===== src/sv/assert_macros.svh =====
// ----------------------------------------------------------------------------
// Assertion macros
// Shared concurrent assertion forms for the neighbor list block.
// ----------------------------------------------------------------------------
`ifndef ASSERT_MACROS_SVH
`define ASSERT_MACROS_SVH

`ifndef NO_ASSERTIONS
`define HGN_ASSERT_IMP(lbl, clk, rst_n, ante, cons) \
  lbl: assert property (@(posedge clk) disable iff (!rst_n) (ante) |-> (cons)) \
    else $error("Same-cycle check failed.");
`define HGN_ASSERT_NXT(lbl, clk, rst_n, ante, cons) \
  lbl: assert property (@(posedge clk) disable iff (!rst_n) (ante) |=> (cons)) \
    else $error("Next-cycle check failed.");
`else
`define HGN_ASSERT_IMP(lbl, clk, rst_n, ante, cons)
`define HGN_ASSERT_NXT(lbl, clk, rst_n, ante, cons)
`endif

`endif


===== src/sv/hgn_pkg.sv =====
// ----------------------------------------------------------------------------
// Hex grid neighbor list package
// Grid constants, cell classes, neighbor sources and the slot plan table.
// ----------------------------------------------------------------------------
package hgn_pkg;

  localparam int GridSide = 16;
  localparam int Slots    = 6;

  localparam logic [8:0] SideW   = 9'(GridSide);
  localparam logic [8:0] SideM1W = 9'(GridSide - 1);
  localparam logic [8:0] NbNone  = 9'h1FF;

  typedef enum logic [3:0] {
    NB_NONE,
    NB_LEFT,
    NB_RIGHT,
    NB_UP_L,
    NB_UP,
    NB_UP_R,
    NB_DN_L,
    NB_DN,
    NB_DN_R
  } nb_src_e;

  typedef enum logic [3:0] {
    CLS_OUTSIDE,
    CLS_TOP_LEFT,
    CLS_TOP_RIGHT,
    CLS_TOP_MID,
    CLS_BOT_LEFT_ODD,
    CLS_BOT_LEFT_EVEN,
    CLS_BOT_RIGHT_ODD,
    CLS_BOT_RIGHT_EVEN,
    CLS_BOT_MID_ODD,
    CLS_BOT_MID_EVEN,
    CLS_MID_LEFT_ODD,
    CLS_MID_LEFT_EVEN,
    CLS_MID_RIGHT_ODD,
    CLS_MID_RIGHT_EVEN,
    CLS_MID_ODD,
    CLS_MID_EVEN
  } cls_e;

  typedef struct packed {
    logic [8:0] left;
    logic [8:0] right;
    logic [8:0] up_l;
    logic [8:0] up;
    logic [8:0] up_r;
    logic [8:0] dn_l;
    logic [8:0] dn;
    logic [8:0] dn_r;
  } cand_t;

  typedef struct packed {
    logic [2:0]         count;
    nb_src_e [Slots-1:0] src;
  } slot_plan_t;

  function automatic slot_plan_t plan_of(cls_e cls);
    slot_plan_t p;
    p.count = 3'd0;
    for (int s = 0; s < Slots; s++) begin
      p.src[s] = NB_NONE;
    end
    case (cls)
      CLS_TOP_LEFT: begin
        p.count = 3'd2;
        p.src[0] = NB_RIGHT; p.src[1] = NB_DN;
      end
      CLS_TOP_RIGHT: begin
        p.count = 3'd3;
        p.src[0] = NB_LEFT; p.src[1] = NB_DN_L; p.src[2] = NB_DN;
      end
      CLS_TOP_MID: begin
        p.count = 3'd4;
        p.src[0] = NB_LEFT; p.src[1] = NB_DN_L; p.src[2] = NB_DN; p.src[3] = NB_RIGHT;
      end
      CLS_BOT_LEFT_ODD: begin
        p.count = 3'd3;
        p.src[0] = NB_UP; p.src[1] = NB_UP_R; p.src[2] = NB_RIGHT;
      end
      CLS_BOT_LEFT_EVEN: begin
        p.count = 3'd2;
        p.src[0] = NB_UP; p.src[1] = NB_RIGHT;
      end
      CLS_BOT_RIGHT_ODD: begin
        p.count = 3'd2;
        p.src[0] = NB_UP; p.src[1] = NB_LEFT;
      end
      CLS_BOT_RIGHT_EVEN: begin
        p.count = 3'd3;
        p.src[0] = NB_UP; p.src[1] = NB_UP_L; p.src[2] = NB_LEFT;
      end
      CLS_BOT_MID_ODD: begin
        p.count = 3'd4;
        p.src[0] = NB_LEFT; p.src[1] = NB_UP; p.src[2] = NB_UP_R; p.src[3] = NB_RIGHT;
      end
      CLS_BOT_MID_EVEN: begin
        p.count = 3'd4;
        p.src[0] = NB_LEFT; p.src[1] = NB_UP_L; p.src[2] = NB_UP; p.src[3] = NB_RIGHT;
      end
      CLS_MID_LEFT_ODD: begin
        p.count = 3'd5;
        p.src[0] = NB_UP; p.src[1] = NB_UP_R; p.src[2] = NB_RIGHT;
        p.src[3] = NB_DN_R; p.src[4] = NB_DN;
      end
      CLS_MID_LEFT_EVEN: begin
        p.count = 3'd3;
        p.src[0] = NB_UP; p.src[1] = NB_RIGHT; p.src[2] = NB_DN;
      end
      CLS_MID_RIGHT_ODD: begin
        p.count = 3'd3;
        p.src[0] = NB_UP; p.src[1] = NB_LEFT; p.src[2] = NB_DN;
      end
      CLS_MID_RIGHT_EVEN: begin
        p.count = 3'd5;
        p.src[0] = NB_UP; p.src[1] = NB_UP_L; p.src[2] = NB_LEFT;
        p.src[3] = NB_DN_L; p.src[4] = NB_DN;
      end
      CLS_MID_ODD: begin
        p.count = 3'd6;
        p.src[0] = NB_LEFT; p.src[1] = NB_UP; p.src[2] = NB_UP_R;
        p.src[3] = NB_RIGHT; p.src[4] = NB_DN_R; p.src[5] = NB_DN;
      end
      CLS_MID_EVEN: begin
        p.count = 3'd6;
        p.src[0] = NB_LEFT; p.src[1] = NB_UP_L; p.src[2] = NB_UP;
        p.src[3] = NB_RIGHT; p.src[4] = NB_DN; p.src[5] = NB_DN_L;
      end
      default: begin
        p.count = 3'd0;
      end
    endcase
    return p;
  endfunction

  function automatic logic [8:0] pick_nb(nb_src_e src, cand_t c);
    logic [8:0] v;
    case (src)
      NB_LEFT:  v = c.left;
      NB_RIGHT: v = c.right;
      NB_UP_L:  v = c.up_l;
      NB_UP:    v = c.up;
      NB_UP_R:  v = c.up_r;
      NB_DN_L:  v = c.dn_l;
      NB_DN:    v = c.dn;
      NB_DN_R:  v = c.dn_r;
      default:  v = NbNone;
    endcase
    return v;
  endfunction

endpackage


===== src/sv/hgn_if.sv =====
// ----------------------------------------------------------------------------
// Hex grid neighbor list channels
// Valid/ready channels for cell requests and neighbor list results.
// ----------------------------------------------------------------------------
interface hgn_req_if;
  logic       valid;
  logic       ready;
  logic [7:0] cell_id;

  modport source (output valid, output cell_id, input ready);
  modport sink   (input valid, input cell_id, output ready);
endinterface

interface hgn_rsp_if;
  logic              valid;
  logic              ready;
  logic [2:0]        neighbor_count;
  logic signed [8:0] neighbor_a;
  logic signed [8:0] neighbor_b;
  logic signed [8:0] neighbor_c;
  logic signed [8:0] neighbor_d;
  logic signed [8:0] neighbor_e;
  logic signed [8:0] neighbor_f;

  modport source (output valid, output neighbor_count, output neighbor_a,
                  output neighbor_b, output neighbor_c, output neighbor_d,
                  output neighbor_e, output neighbor_f, input ready);
  modport sink   (input valid, input neighbor_count, input neighbor_a,
                  input neighbor_b, input neighbor_c, input neighbor_d,
                  input neighbor_e, input neighbor_f, output ready);
endinterface


===== src/sv/hex_grid_neighbor_list_core.sv =====
// A request accepted on the request channel is registered in stage one, stage two and
// stage three, which drives the result channel. Throughput: one request per cycle
// unless results stall; each of the three register stages advances on its own.
// A stalled result holds stage three, and earlier stages fill any empty slots behind it.
// Reset clears all stage valid bits; payload registers are not reset.
// ----------------------------------------------------------------------------
// Hex grid neighbor list core
// Splits a cell number into row and column, classifies the cell by edge and
// row parity, and returns the neighbor count and six neighbor slots.
// ----------------------------------------------------------------------------
`include "assert_macros.svh"

module hex_grid_neighbor_list_core (
  input  logic      clk_i,
  input  logic      rst_ni,
  hgn_req_if.sink   req_i,
  hgn_rsp_if.source rsp_o
);
  import hgn_pkg::*;

  logic       v1_q, v2_q, v3_q;
  logic       adv1, adv2, adv3;

  logic [7:0] id_q, row_q, col_q;
  cls_e       cls_d, cls_q;
  cand_t      cand_d, cand_q;
  slot_plan_t plan;
  logic [2:0] cnt_q;
  logic [8:0] nb_d [Slots];
  logic [8:0] nb_q [Slots];

  logic [8:0] id9, row9, col9, up9, dn9;
  logic       top, bot, left, right, odd, outside;

  assign adv3 = !v3_q || rsp_o.ready;
  assign adv2 = !v2_q || adv3;
  assign adv1 = !v1_q || adv2;
  assign req_i.ready = adv1;

  always_ff @(posedge clk_i or negedge rst_ni) begin
    if (!rst_ni) begin
      v1_q <= 1'b0;
      v2_q <= 1'b0;
      v3_q <= 1'b0;
    end else begin
      if (adv1) begin
        v1_q <= req_i.valid;
      end
      if (adv2) begin
        v2_q <= v1_q;
      end
      if (adv3) begin
        v3_q <= v2_q;
      end
    end
  end

  // Stage one: split the cell number into row and column.
  always_ff @(posedge clk_i) begin
    if (adv1) begin
      id_q  <= req_i.cell_id;
      row_q <= 8'(req_i.cell_id / GridSide);
      col_q <= 8'(req_i.cell_id % GridSide);
    end
  end

  // Stage two: classify the cell and form every candidate neighbor number.
  always_comb begin
    id9  = {1'b0, id_q};
    row9 = {1'b0, row_q};
    col9 = {1'b0, col_q};
    up9  = id9 - SideW;
    dn9  = id9 + SideW;
    top     = (row_q == 8'd0);
    bot     = (row9 == SideM1W);
    left    = (col_q == 8'd0);
    right   = (col9 == SideM1W);
    odd     = row_q[0];
    outside = (row9 >= SideW);

    cand_d.left  = id9 - 9'd1;
    cand_d.right = id9 + 9'd1;
    cand_d.up_l  = up9 - 9'd1;
    cand_d.up    = up9;
    cand_d.up_r  = up9 + 9'd1;
    cand_d.dn_l  = dn9 - 9'd1;
    cand_d.dn    = dn9;
    cand_d.dn_r  = dn9 + 9'd1;

    if (outside) begin
      cls_d = CLS_OUTSIDE;
    end else if (top) begin
      cls_d = left ? CLS_TOP_LEFT : (right ? CLS_TOP_RIGHT : CLS_TOP_MID);
    end else if (bot) begin
      if (left) begin
        cls_d = odd ? CLS_BOT_LEFT_ODD : CLS_BOT_LEFT_EVEN;
      end else if (right) begin
        cls_d = odd ? CLS_BOT_RIGHT_ODD : CLS_BOT_RIGHT_EVEN;
      end else begin
        cls_d = odd ? CLS_BOT_MID_ODD : CLS_BOT_MID_EVEN;
      end
    end else if (left) begin
      cls_d = odd ? CLS_MID_LEFT_ODD : CLS_MID_LEFT_EVEN;
    end else if (right) begin
      cls_d = odd ? CLS_MID_RIGHT_ODD : CLS_MID_RIGHT_EVEN;
    end else begin
      cls_d = odd ? CLS_MID_ODD : CLS_MID_EVEN;
    end
  end

  always_ff @(posedge clk_i) begin
    if (adv2) begin
      cls_q  <= cls_d;
      cand_q <= cand_d;
    end
  end

  // Stage three: fill the slots from the plan of the cell class.
  always_comb begin
    plan = plan_of(cls_q);
    for (int s = 0; s < Slots; s++) begin
      nb_d[s] = pick_nb(plan.src[s], cand_q);
    end
  end

  always_ff @(posedge clk_i) begin
    if (adv3) begin
      cnt_q <= plan.count;
      for (int s = 0; s < Slots; s++) begin
        nb_q[s] <= nb_d[s];
      end
    end
  end

  assign rsp_o.valid          = v3_q;
  assign rsp_o.neighbor_count = cnt_q;
  assign rsp_o.neighbor_a     = nb_q[0];
  assign rsp_o.neighbor_b     = nb_q[1];
  assign rsp_o.neighbor_c     = nb_q[2];
  assign rsp_o.neighbor_d     = nb_q[3];
  assign rsp_o.neighbor_e     = nb_q[4];
  assign rsp_o.neighbor_f     = nb_q[5];

  `HGN_ASSERT_NXT(a_req_enters, clk_i, rst_ni, req_i.valid && req_i.ready, v1_q)
  `HGN_ASSERT_IMP(a_count_legal, clk_i, rst_ni, v3_q, cnt_q != 3'd1 && cnt_q != 3'd7)
  `HGN_ASSERT_IMP(a_last_unused, clk_i, rst_ni, v3_q && cnt_q != 3'd6, nb_q[5] == NbNone)
  `HGN_ASSERT_IMP(a_none_empty, clk_i, rst_ni, v3_q && cnt_q == 3'd0, nb_q[0] == NbNone)

endmodule


===== src/flat_wrapper.sv =====
// flat-port wrapper written by rule: the top's interface ports become plain ports
module hex_grid_neighbor_list_core_flat import hgn_pkg::*;
  (clk_i, rst_ni, req_i_valid, req_i_cell_id, req_i_ready, rsp_o_valid, rsp_o_neighbor_count, rsp_o_neighbor_a, rsp_o_neighbor_b, rsp_o_neighbor_c, rsp_o_neighbor_d, rsp_o_neighbor_e, rsp_o_neighbor_f, rsp_o_ready);
  hgn_req_if req_i_i ();
  hgn_rsp_if rsp_o_i ();
  input  logic clk_i;
  input  logic rst_ni;
  input wire logic [$bits(req_i_i.valid)-1:0] req_i_valid;
  input wire logic [$bits(req_i_i.cell_id)-1:0] req_i_cell_id;
  output wire logic [$bits(req_i_i.ready)-1:0] req_i_ready;
  output wire logic [$bits(rsp_o_i.valid)-1:0] rsp_o_valid;
  output wire logic [$bits(rsp_o_i.neighbor_count)-1:0] rsp_o_neighbor_count;
  output wire logic [$bits(rsp_o_i.neighbor_a)-1:0] rsp_o_neighbor_a;
  output wire logic [$bits(rsp_o_i.neighbor_b)-1:0] rsp_o_neighbor_b;
  output wire logic [$bits(rsp_o_i.neighbor_c)-1:0] rsp_o_neighbor_c;
  output wire logic [$bits(rsp_o_i.neighbor_d)-1:0] rsp_o_neighbor_d;
  output wire logic [$bits(rsp_o_i.neighbor_e)-1:0] rsp_o_neighbor_e;
  output wire logic [$bits(rsp_o_i.neighbor_f)-1:0] rsp_o_neighbor_f;
  input wire logic [$bits(rsp_o_i.ready)-1:0] rsp_o_ready;
  assign req_i_i.valid = req_i_valid;
  assign req_i_i.cell_id = req_i_cell_id;
  assign req_i_ready = req_i_i.ready;
  assign rsp_o_valid = rsp_o_i.valid;
  assign rsp_o_neighbor_count = rsp_o_i.neighbor_count;
  assign rsp_o_neighbor_a = rsp_o_i.neighbor_a;
  assign rsp_o_neighbor_b = rsp_o_i.neighbor_b;
  assign rsp_o_neighbor_c = rsp_o_i.neighbor_c;
  assign rsp_o_neighbor_d = rsp_o_i.neighbor_d;
  assign rsp_o_neighbor_e = rsp_o_i.neighbor_e;
  assign rsp_o_neighbor_f = rsp_o_i.neighbor_f;
  assign rsp_o_i.ready = rsp_o_ready;
  hex_grid_neighbor_list_core u_core (.clk_i(clk_i), .rst_ni(rst_ni), .req_i(req_i_i), .rsp_o(rsp_o_i));
endmodule

===== config.mk =====
export PLATFORM = sky130hd
export DESIGN_NAME = hex_grid_neighbor_list_core_flat
export DESIGN_NICKNAME = d
export VERILOG_FILES = /design/src/sv/hgn_pkg.sv /design/src/sv/hgn_if.sv /design/src/sv/hex_grid_neighbor_list_core.sv /design/src/flat_wrapper.sv
export VERILOG_INCLUDE_DIRS = /design/src /design/src/sv
export SDC_FILE = /design/constraint.sdc
export NUM_CORES = 1
export LEC_CHECK = 0
export BUFFER_PORTS_ARGS = -buffer_cell sky130_fd_sc_hd__buf_2
export CAP_MARGIN = 20
export CELL_PAD_IN_SITES_DETAIL_PLACEMENT = 2
export CELL_PAD_IN_SITES_GLOBAL_PLACEMENT = 2
export CORE_MARGIN = 5
export CORE_UTILIZATION = 30
export DETAILED_ROUTE_END_ITERATION = 8
export PLACE_DENSITY_LB_ADDON = 0.12
export SLEW_MARGIN = 20
export SYNTH_ARGS = -nofsm -noshare
export SYNTH_HDL_FRONTEND = slang
export SYNTH_SLANG_ARGS = --single-unit
export TNS_END_PERCENT = 20

===== constraint.sdc =====
create_clock -name clk_i -period 3.1 [get_ports clk_i]
set_clock_uncertainty 0.2 [all_clocks]
set_input_delay 0.155 -clock clk_i [delete_from_list [all_inputs] [get_ports clk_i]]
set_output_delay 0.155 -clock clk_i [all_outputs]
set_load 0.03 [all_outputs]

Yosys cells after proc, flatten, opt, wreduce, memory -nomap -nowiden:

Memory sizes are Yosys's and may differ from the RTL's.
Index checks and enable logic that the tools add are counted.
Widths: inputs -> output; s select.

* register bits: 98
* input bits: 12
* word-level logic and storage cells: 142
* output and inout port bits: 59
* memories: 1
* memory bits (writable): 54

Memories
* u_core.nb_q: depth 6, width 9, read ports 6, clocked after memory_dff 0, wr ports 6, line hex_grid_neighbor_list_core.sv:30 `logic [8:0] nb_q [Slots];`

* equality and inequality tests: 65
* add/sub/neg operators: 8
* reductions and logical operators: 23
* order comparisons: 1
* mux-type cells: 28

Operators with widths (count)
* $pmux 9 s8: 6
* $eq 4x3->1 const B: 16
* $pmux 7 s8: 1
* $eq 4x4->1 const B: 13
* $eq 3x3->1 const B: 12
* $eq 4x2->1 const B: 8
* $pmux 3 s5: 2
* $mux 4: 7
* $add 9x1->9 const B: 2
* $eq 3x2->1 const B: 6
* $reduce_or 2->1: 9
* $sub 9x1->9 const B: 2
* $eq 4x1->1 const B: 4
* $logic_not 8->1: 2
* $eq 3x4->1 const B: 3
* $pmux 4 s3: 1
* $reduce_or 5->1: 2
* $add 8x1->9 const B: 1
* $add 8x5->9 const B: 1
* $eq 3x1->1 const B: 3
* $mux 1: 9
* $reduce_or 3->1: 3
* $sub 8x1->9 const B: 1
* $sub 8x5->9 const B: 1
* other kinds (6): 10

Longest topological paths before layout:

Gate-level depths: netlist of run 1.

* word-level depth: 5
* mapped depth: 10

Least setup slack after synthesis of run 1:

Ideal clock, no wire load.

* kind: register -> register
* from: reg u_core.v3_q, in the netlist u_core.rsp_o.valid
* to: reg u_core.cand_q[0] in the netlist's numbering, enable pin
* slack: 361 ps
* clock period less this slack: 2739 ps
* arrival time: 1793 ps
* cell stages (with the launch flop): 2
* path through: dfrtp_1 nand3b_1

* cells in the longest elaborated chain, start to end: 3

Ends and longest elaborated chain
* from (decl): line hex_grid_neighbor_list_core.sv:21 `logic v1_q, v2_q, v3_q;`
* from (signal assigned): line hex_grid_neighbor_list_core.sv:53 `v3_q <= v2_q;`
* $logic_not 1->1: line hex_grid_neighbor_list_core.sv:35 `assign adv3 = !v3_q || rsp_o.ready;`
* $logic_or 1x1->1: line hex_grid_neighbor_list_core.sv:35
* $logic_or 1x1->1: line hex_grid_neighbor_list_core.sv:36 `assign adv2 = !v2_q || adv3;`
* via u_core.adv2: line hex_grid_neighbor_list_core.sv:22 `logic adv1, adv2, adv3;`
* to (signal assigned): line hex_grid_neighbor_list_core.sv:114 `cand_q <= cand_d;`
* to (decl): line hex_grid_neighbor_list_core.sv:26 `cand_t cand_d, cand_q;`

The timed path passes the listed nets, and every way through them passes these cells.
A chain may end at the register's enable or synchronous reset.

==> impl_metrics.tcl, run 1 <==
set metrics [dict create \
    status "finished clean" \
    fin_crit_ns 2.71 \
    route.detailed.drc 0 \
    crit_fanout 20 \
    routedWlPerCell_um 24.7 \
    synthFlopType "edfxtp_1" \
    r2r-start "u_core.cls_q[2]" \
    path_cells "buf_4 -> buf_4 -> nand2b_1 -> a211oi_1 -> a21oi_1 -> a32o_1" \
    dp_hpwl_mm 17.6 \
    syn_area_per_cell_um2 11.3 \
    cap_violations 0 \
    fin_crit_sh_pct 87.5 \
    critPathMaxStageDelay_ns 0.75 \
    whs_ns 0.162 \
    area_growth_syn_to_layout_pct 19.7 \
    rsz0062_at_grt "no" \
    slew_violations 0 \
    yosys_warnings 0 \
    ant_nets 0 \
    tns_ns 0 \
    firstDrtPassIters 5 \
    end_kind "flop" \
    max-slew-margin-rel_pct 48.7 \
    layout_setup_ws_ns 0.388 \
    cts_sinks 120 \
    worstPathRequired_ns 3.07 \
    p_leak_nw 3.11 \
    dieArea_um2 25500 \
    placed_cells 927 \
    syn_area_um2 6720 \
    clk_pin_slew_ns 0.06 \
    grt_max_degree 54 \
    nNetsFinal 700 \
    synth_top_area_share_pct 52.3 \
    tightest_slew_ns 0.764 \
    critical_path_class "reg -> reg" \
    crit_slowest_cell "edfxtp_1" \
    numCtsBuffers 17 \
    crit_start "u_core.cls_q[2]" \
    crit_path_frequent_cell "buf_4" \
    htreeDepth 4 \
    cp.arrival_ns 2.68 \
    hold_path_class "in -> reg" \
    core.rowCount 54 \
    drive_gt1_share_pct 22.1 \
    grt_pass1_wl_mm 36.5 \
    vdd_drop_max_uv 399 \
    min_from "rsp_o_ready" \
    vias 5356 \
    place.port_buffers 70 \
    insertion_delay_ns 0.42 \
    setup-violations-final 0 \
    synthArstFlopShare_pct 2.50 \
    critPathTopFamily "flip-flops" \
    synthDistinctLibCells 64 \
    first_global_vias 5787 \
    powerDensity_nw_per_um2 713 \
    clockRootBuffer "clkbuf_16" \
    gp_congestion 0.839 \
    diodes 0 \
    grt_remaining_overflow 0 \
    chipHeight_um 160 \
    drt_iter0_drc 333 \
    cts_tree "yes" \
    ys_top_cells_by_area "edfxtp_1 (52%), xnor2_1 (2.6%), nand2_1 (2.6%), mux2i_1 (2.2%), nor2_1 (2.2%)" \
    hold_viol 0 \
    fp.dieW_um 160 \
    gr-usage-all-layers_pct 18.8 \
    cts.path.max_buffers 2 \
    pre_cts_slack_ns 0.393 \
    via_per_inst 5.53 \
    syn_inst 595 \
    design.core.area_um2 22000 \
    critPathLaunchType "flop" \
    fmax_mhz 369 \
    p_total_w 0.00574 \
    ys_ff_latch 120 \
    synth_fp_nets 618 \
    antenna_found_initial 0 \
    synth_area_leader_cell "edfxtp_1" \
    fin_cells 969 \
    start_util_pct 30.6 \
    io_pins 71 \
    synth_edf_count 117 \
    synth-seq-area-share_pct 53.4 \
    wirelength_mm 23.9 \
    crit_buf_inv 2 \
]
-- layout by cell type (no fill, tap or decap), types with 8 or more instances in the layout --
cell,synthesis,layout
inv_1,23,23
a221o_1,9,9
clkbuf_16,0,17
nand2_1,46,46
xnor2_1,20,20
a21oi_1,27,27
buf_4,5,31
nand2b_1,21,20
mux2_2,9,9
o22ai_1,11,11
o21ai_0,26,26
buf_2,21,70
o211ai_1,12,12
o31ai_1,12,12
nand3_1,13,13
dlygate4sd3_1,0,11
a22o_1,10,10
ha_1,11,11
mux2i_1,15,15
nor2_1,39,39
xor2_1,8,8
edfxtp_1,117,117
-- worst reg2reg max path, cell delays in order (launching register included) --
cell	delay, ns
edfxtp_1	0.75
buf_4	0.30
buf_4	0.26
nand2b_1	0.29
a211oi_1	0.31
a21oi_1	0.08
a32o_1	0.28
-- synth_stat cells, drive strengths merged, types with 4 or more instances --
master,count
a211oi,5
a21o,5
a21oi,28
a221o,9
a222oi,5
a22o,10
a22oi,8
a32o,6
a32oi,6
buf,33
clkbuf,17
edfxtp,117
ha,11
inv,25
mux2,9
mux2i,15
nand2,46
nand2b,21
nand3,16
nor2,39
nor2b,7
nor3,7
o211ai,12
o21ai,27
o221ai,7
o22ai,12
o31a,4
o31ai,12
xnor2,21
xor2,8
-- metal layers --
metal	global-route usage, %	wire, µm	vias to the layer above
li1	-	-	2443
met4	6.11	543	0
met1	24.1	10500	2730
met5	0	0	-
met3	3.99	1110	30
met2	31.8	11700	153
-- worst paths after layout --
path	end	slack, ns	cells after the start
max in group asynchronous	u_core.rsp_o.valid	2.13	3
min in group asynchronous	u_core.v2_q	0.42	3
min reg2reg	u_core.v2_q	0.31	1
min	u_core.v1_q	0.16	3
max reg2reg	u_core.nb_q[2][3]	0.39	6
max	u_core.nb_q[2][3]	0.39	6
-- power breakdown --
group	internal [W]	leakage [nW]	switching [W]
combinational	0.000496	1.66	0.000957
clock	0.00109	0.253	0.000767
sequential	0.00215	1.20	0.000274
-- logic make-up (layout without fill, tap and decap cells) --
| logic type | Yosys count | after routing | synth area share (%) |
|---|---|---|---|
| buffers and inverters | 76 | 170 | 5.59 |
| AOI/OAI and AO/OA | 173 | 173 | 19.0 |
| and+or+nand+nor | 159 | 159 | 11.9 |
| DFF | 120 | 120 | 53.4 |
| muxes | 24 | 24 | 3.74 |
| adders and majority gates | 14 | 14 | 2.50 |
| xor gates and xnor gates | 29 | 29 | 3.89 |
-- final cells by class --
type,count,area [µm²]
clock inverters,12,105
multi-input cells,399,2760
clock buffers,19,433
repair buffers,113,713
fillers,2343,13900
flip-flops and latches,120,3590
inverters,26,97.6
well taps,280,350
-- repair_timing --
action | in CTS | in global routing
endpoints found under the hold margin | 12 | 0
hold buffers | 11 | 0
gates resized for setup | 0 | 0
setup buffers | 0 | 0
endpoints found under the setup margin | 0 | 0
-- metrics by stage --
| step | util (%) | area [µm²] |
|---|---|---|
| after global placement | 33.7 | 7400 |
| after global routing | 36.6 | 8050 |
| final | 36.6 | 8050 |
| after detailed placement | 33.7 | 7400 |
| after CTS | 36.6 | 8050 |
| after floorplan | - | 6720 |
-- sequential cells by signal, summed over array words and instances, names as in the netlist --
register,flops
u_core.cand_q,48
u_core.cls_q,4
u_core.id_q,8
u_core.nb_q,54
u_core.rsp_o.neighbor_count,3
u_core.rsp_o.valid,1
u_core.v1_q,1
u_core.v2_q,1
Power figures use the tool's default switching activity.
==> run 2, diff against run 1 <==
Settings changed: REMOVE_ABC_BUFFERS from default to 1.
==> run 2 against run 1 <==
- cell count fell by 0.72%
- clock power rose by 11%
- die area did not move
==> impl_metrics.tcl, run 2 (synthesis results as in run 1) <==
set metrics [dict create \
    critical_path_class "reg -> reg" \
    min_from "rsp_o_ready" \
    tightest_slew_ns 0.789 \
    firstDrtPassIters 5 \
    via_per_inst 5.44 \
    fp.dieW_um 160 \
    powerDensity_nw_per_um2 734 \
    placedInstanceArea_um2 7340 \
    fin_crit_ns 2.70 \
    r2r-start "u_core.cls_q[1]" \
    cp.arrival_ns 2.68 \
    p_clk_share_pct 34.8 \
    final_common_cell "edfxtp_1" \
    regArea_um2 3590 \
    nNetsFinal 692 \
    crit_fanout 9 \
    first_global_vias 5758 \
    cts_setup_buffers 0 \
    switching_power_w 0.00201 \
    design.core.area_um2 22000 \
    fill_cells 2359 \
    vdd_drop_max_uv 343 \
    grt_pass1_wl_mm 36.2 \
    area_growth_syn_to_layout_pct 19.8 \
    cts_sinks 120 \
    grt_remaining_overflow 0 \
    final_cell_mix "edfxtp_1 (117), buf_2 (70), nand2_1 (46), nor2_1 (39), a21oi_1 (27)" \
    antenna_found_initial 0 \
    combPwrFrac_pct 24.5 \
    clk_pin_slew_ns 0.06 \
    largest_register_ffs 54 \
    end_kind "flop" \
    regMostFlops "u_core.nb_q" \
    p_leak_nw 3.11 \
    place.port_buffers 70 \
    diodes 0 \
    hold_buffers 11 \
    regToRegEndpoint "u_core.nb_q[4][1]" \
    max-slew-margin-rel_pct 47.2 \
    insertion_delay_ns 0.43 \
    clockRootBuffer "clkbuf_16" \
    finish.instance_area_um2 8050 \
    wirelength_mm 23.4 \
    fmax_mhz 370 \
    min_to "u_core.v1_q" \
    drt_iter0_drc 426 \
    sequentialPowerShare_pct 40.7 \
    critPathLaunchType "flop" \
    gp_congestion 0.854 \
    slew_violations 0 \
    core.rowCount 54 \
    routedWlPerCell_um 24.3 \
    dp_hpwl_mm 17.2 \
    worstPathRequired_ns 3.08 \
    sw_frac_of_total_pct 34.0 \
    htreeDepth 4 \
    cts_tree "yes" \
    hold_path_class "in -> reg" \
    p_int_w 0.00390 \
    whs_path_depth 3 \
    ant_nets 0 \
    reg2reg_slack_ns 0.40 \
    chipHeight_um 160 \
    route.detailed.drc 0 \
    multi_input_area_um2 2760 \
    r2r_cells 7 \
    vias 5235 \
    drive_gt1_share_pct 21.4 \
    rsz0062_at_grt "no" \
    cts.path.max_buffers 2 \
    status "finished clean" \
    p_total_w 0.00591 \
    dieArea_um2 25500 \
    fin_crit_sh_pct 87.2 \
    post_cts_resized 0 \
    setup-violations-final 0 \
    reg.largest.list "u_core.nb_q: 54 flops, u_core.cand_q: 48 flops, u_core.id_q: 8 flops" \
    grt_max_degree 54 \
    numCtsBuffers 17 \
    hold_viol 0 \
    cap_violations 0 \
    start_util_pct 30.6 \
    gr-usage-all-layers_pct 18.5 \
    io_pins 71 \
]
run 2: layout make-up:
| type | instances | share of cell area [%] |
|---|---|---|
| Timing Repair Buffer | 105 | 8.12 |
| Tap cell | 280 | 4.35 |
| Clock buffer | 17 | 5.29 |
| Multi-Input combinational cell | 399 | 34.3 |
| Clock inverter | 15 | 2.16 |
| Inverter | 26 | 1.21 |
| Sequential cell | 120 | 44.6 |
run 2: power groups by stage:
stage	registers (W)	logic, W	clock network [W]
floorplan	0.00269	0.000610	0
global placement	0.00242	0.00142	0
detailed placement	0.00244	0.00146	0
CTS	0.00240	0.00147	0.00210
global route	0.00243	0.00157	0.00219
finish	0.00240	0.00145	0.00206
run 2: metrics by stage:
stage               utilization (%)  cells  setup WS [ns]  setup TNS, ns  hold WS (ns)
finish                         36.6    962          0.396              0         0.121
global route                   36.6    962          0.258              0         0.172
CTS                            36.6    962          0.407              0         0.136
detailed placement             33.4    919          0.420              0        -0.243
global placement               33.4    919          0.520              0        -0.251
floorplan                         -    545         -0.119          -1.21        -0.341
run 2: critical path, cell delays in order, from the launching register on:
cell and delay [ns]:
edfxtp_1 0.56, nor2b_1 0.61, nand2_1 0.11, o21ai_0 0.10, and2_1 0.17, inv_1 0.05, ha_1 0.28, a221o_1 0.37
run 2: worst max path at each step:
stage | start | to | slack, ns | cells after the start
after floorplan | u_core.cls_q[0] | u_core.nb_q[4][0] | -0.12 | 6
after global placement | u_core.cls_q[1] | u_core.nb_q[4][5] | 0.52 | 7
after detailed placement | u_core.cls_q[1] | u_core.nb_q[4][1] | 0.42 | 7
after CTS | u_core.cls_q[1] | u_core.nb_q[4][1] | 0.41 | 7
after global routing | u_core.cls_q[1] | u_core.nb_q[4][2] | 0.26 | 7
final | u_core.cls_q[1] | u_core.nb_q[4][1] | 0.40 | 7
run 2: metal layers:
layer	global-route usage (%)	vias up	wire length (µm)
met5	0	-	0
met3	2.94	24	948
met4	5.60	0	330
met2	32.2	134	11900
li1	-	2420	-
met1	23.8	2657	10200
==> run 3, diff against run 2 <==
Settings changed: PLACE_DENSITY from default to 0.66, PLACE_DENSITY_LB_ADDON 0.12 to default.
==> run 3 against run 2 <==
- critical path depth down 3
- sequential share of layout area up 0.70 points
- wire length down 6.2%
- clock-buffer cell count up 4
- hold slack better by 0.013 ns
- highest routed layer unchanged
- power down 6.2%
- cell area down 1.6%
==> impl_metrics.tcl, run 3 (synthesis results as in run 1) <==
set metrics [dict create \
    drive_gt1_share_pct 20.1 \
    fin_crit_ns 2.55 \
    final_cell_mix "edfxtp_1 (117), buf_2 (70), nand2_1 (46), nor2_1 (39), a21oi_1 (27)" \
    critical_path_class "reg -> reg" \
    cp.arrival_ns 2.50 \
    powerDensity_nw_per_um2 699 \
    hold_path_class "in -> reg" \
    slew_violations 0 \
    r2r_cells 4 \
    end_kind "flop" \
    whs_ns 0.134 \
    clockRootBuffer "clkbuf_16" \
    tightest_slew_ns 0.750 \
    highest_layer "met4" \
    crit_fanout 67 \
    gp_congestion 0.873 \
    whs_path_depth 3 \
    gr-usage-all-layers_pct 17.4 \
    area_growth_syn_to_layout_pct 17.9 \
    firstDrtPassIters 5 \
    via_per_inst 5.56 \
    io_pins 71 \
    vdd_drop_max_uv 358 \
    dieArea_um2 25500 \
    cts_setup_buffers 0 \
    finish.instance_area_um2 7920 \
    cts_sinks 120 \
    grt_max_degree 68 \
    placedInstanceArea_um2 7310 \
    ant_nets 0 \
    largest_register_ffs 54 \
    grt_pass1_wl_mm 34.5 \
    drt_iter0_drc 387 \
    antenna_found_initial 0 \
    cap_violations 0 \
    insertion_delay_ns 0.41 \
    cts_tree "yes" \
    diodes 0 \
    fp.dieW_um 160 \
    rsz0062_at_grt "no" \
    vias 5323 \
    start_util_pct 30.6 \
    design.core.area_um2 22000 \
    reg.largest.list "u_core.nb_q: 54 flops, u_core.cand_q: 48 flops, u_core.id_q: 8 flops" \
    routedWlPerCell_um 22.9 \
    setup-violations-final 0 \
    cts.path.max_buffers 2 \
    critPathLaunchType "flop" \
    final_common_cell "edfxtp_1" \
    grt_remaining_overflow 0 \
    fin_crit_sh_pct 82.4 \
    nNetsFinal 687 \
    numCtsBuffers 17 \
    chipHeight_um 160 \
    first_global_vias 5718 \
    regMostFlops "u_core.nb_q" \
    core.rowCount 54 \
    clk_pin_slew_ns 0.05 \
    dr_wl_met3_mm 1.01 \
    m1WireLength_mm 9.64 \
    route.detailed.drc 0 \
    max-slew-margin-rel_pct 49.9 \
    hold_viol 0 \
    fmax_mhz 392 \
    dp_hpwl_mm 16.1 \
    wirelength_mm 22.0 \
    p_leak_nw 3.04 \
    status "finished clean" \
    met2_wirelength_mm 10.7 \
    worstPathRequired_ns 3.04 \
    place.port_buffers 70 \
    htreeDepth 4 \
]
## run 3: power breakdown
part,leakage [nW],total [W],switching [W],internal [W]
combinational,1.60,0.00143,0.000949,0.000479
sequential,1.20,0.00240,0.000251,0.00215
clock,0.239,0.00171,0.000706,0.00100
total,3.04,0.00554,0.00191,0.00363
## run 3: stage by stage
| step | power, W | worst slack, ns | instances | TNS, ns | util, % |
|---|---|---|---|---|---|
| 4_1_cts | 0.00559 | 0.513 | 957 | 0 | 36.1 |
| 3_5_place_dp | 0.00385 | 0.578 | 914 | 0 | 33.3 |
| 3_3_place_gp | 0.00380 | 0.647 | 914 | 0 | 33.3 |
| 6_report | 0.00554 | 0.547 | 957 | 0 | 36.1 |
| 5_1_grt | 0.00580 | 0.392 | 957 | 0 | 36.1 |
| 2_1_floorplan | 0.00330 | -0.119 | 545 | -1.21 | - |
## run 3: repair_timing
action / CTS / global route
resized for setup: 0 / 0
hold buffers: 11 / 0
endpoints found under the hold margin: 12 / 0
setup endpoints to repair: 0 / 0
## run 3: worst max-delay path, cell delays in order, from the launching register on
cell and delay (ns):
edfxtp_1 0.41, buf_12 0.30, nor2b_1 0.66, o31ai_1 0.15
a221oi_1 0.53
## run 3: metal layers
metal,up-vias,track usage [%]
li1,2419,-
met1,2720,22.2
met2,151,29.0
met3,33,3.56
met4,0,6.94
met5,-,0
## run 3: area by class of cell
| type | count | area [µm²] |
|---|---|---|
| flip-flops and latches | 120 | 3590 |
| fillers | 2320 | 14000 |
| well taps | 280 | 350 |
| clock inverters | 11 | 58.8 |
| multi-input cells | 399 | 2760 |
| inverters | 26 | 97.6 |
| repair buffers | 100 | 628 |
| clock buffers | 21 | 440 |
## run 3: final timing paths
path,from,endpoint,slack (ns)
setup / recovery,u_core.cls_q[2],u_core.nb_q[2][0],0.55
max in group asynchronous,rst_ni,u_core.v2_q,2.13
hold reg to reg,u_core.v1_q,u_core.v2_q,0.27
min in group asynchronous,rst_ni,u_core.rsp_o.valid,0.43
setup reg to reg,u_core.cls_q[2],u_core.nb_q[2][0],0.55
hold / removal,rsp_o_ready,u_core.v1_q,0.13
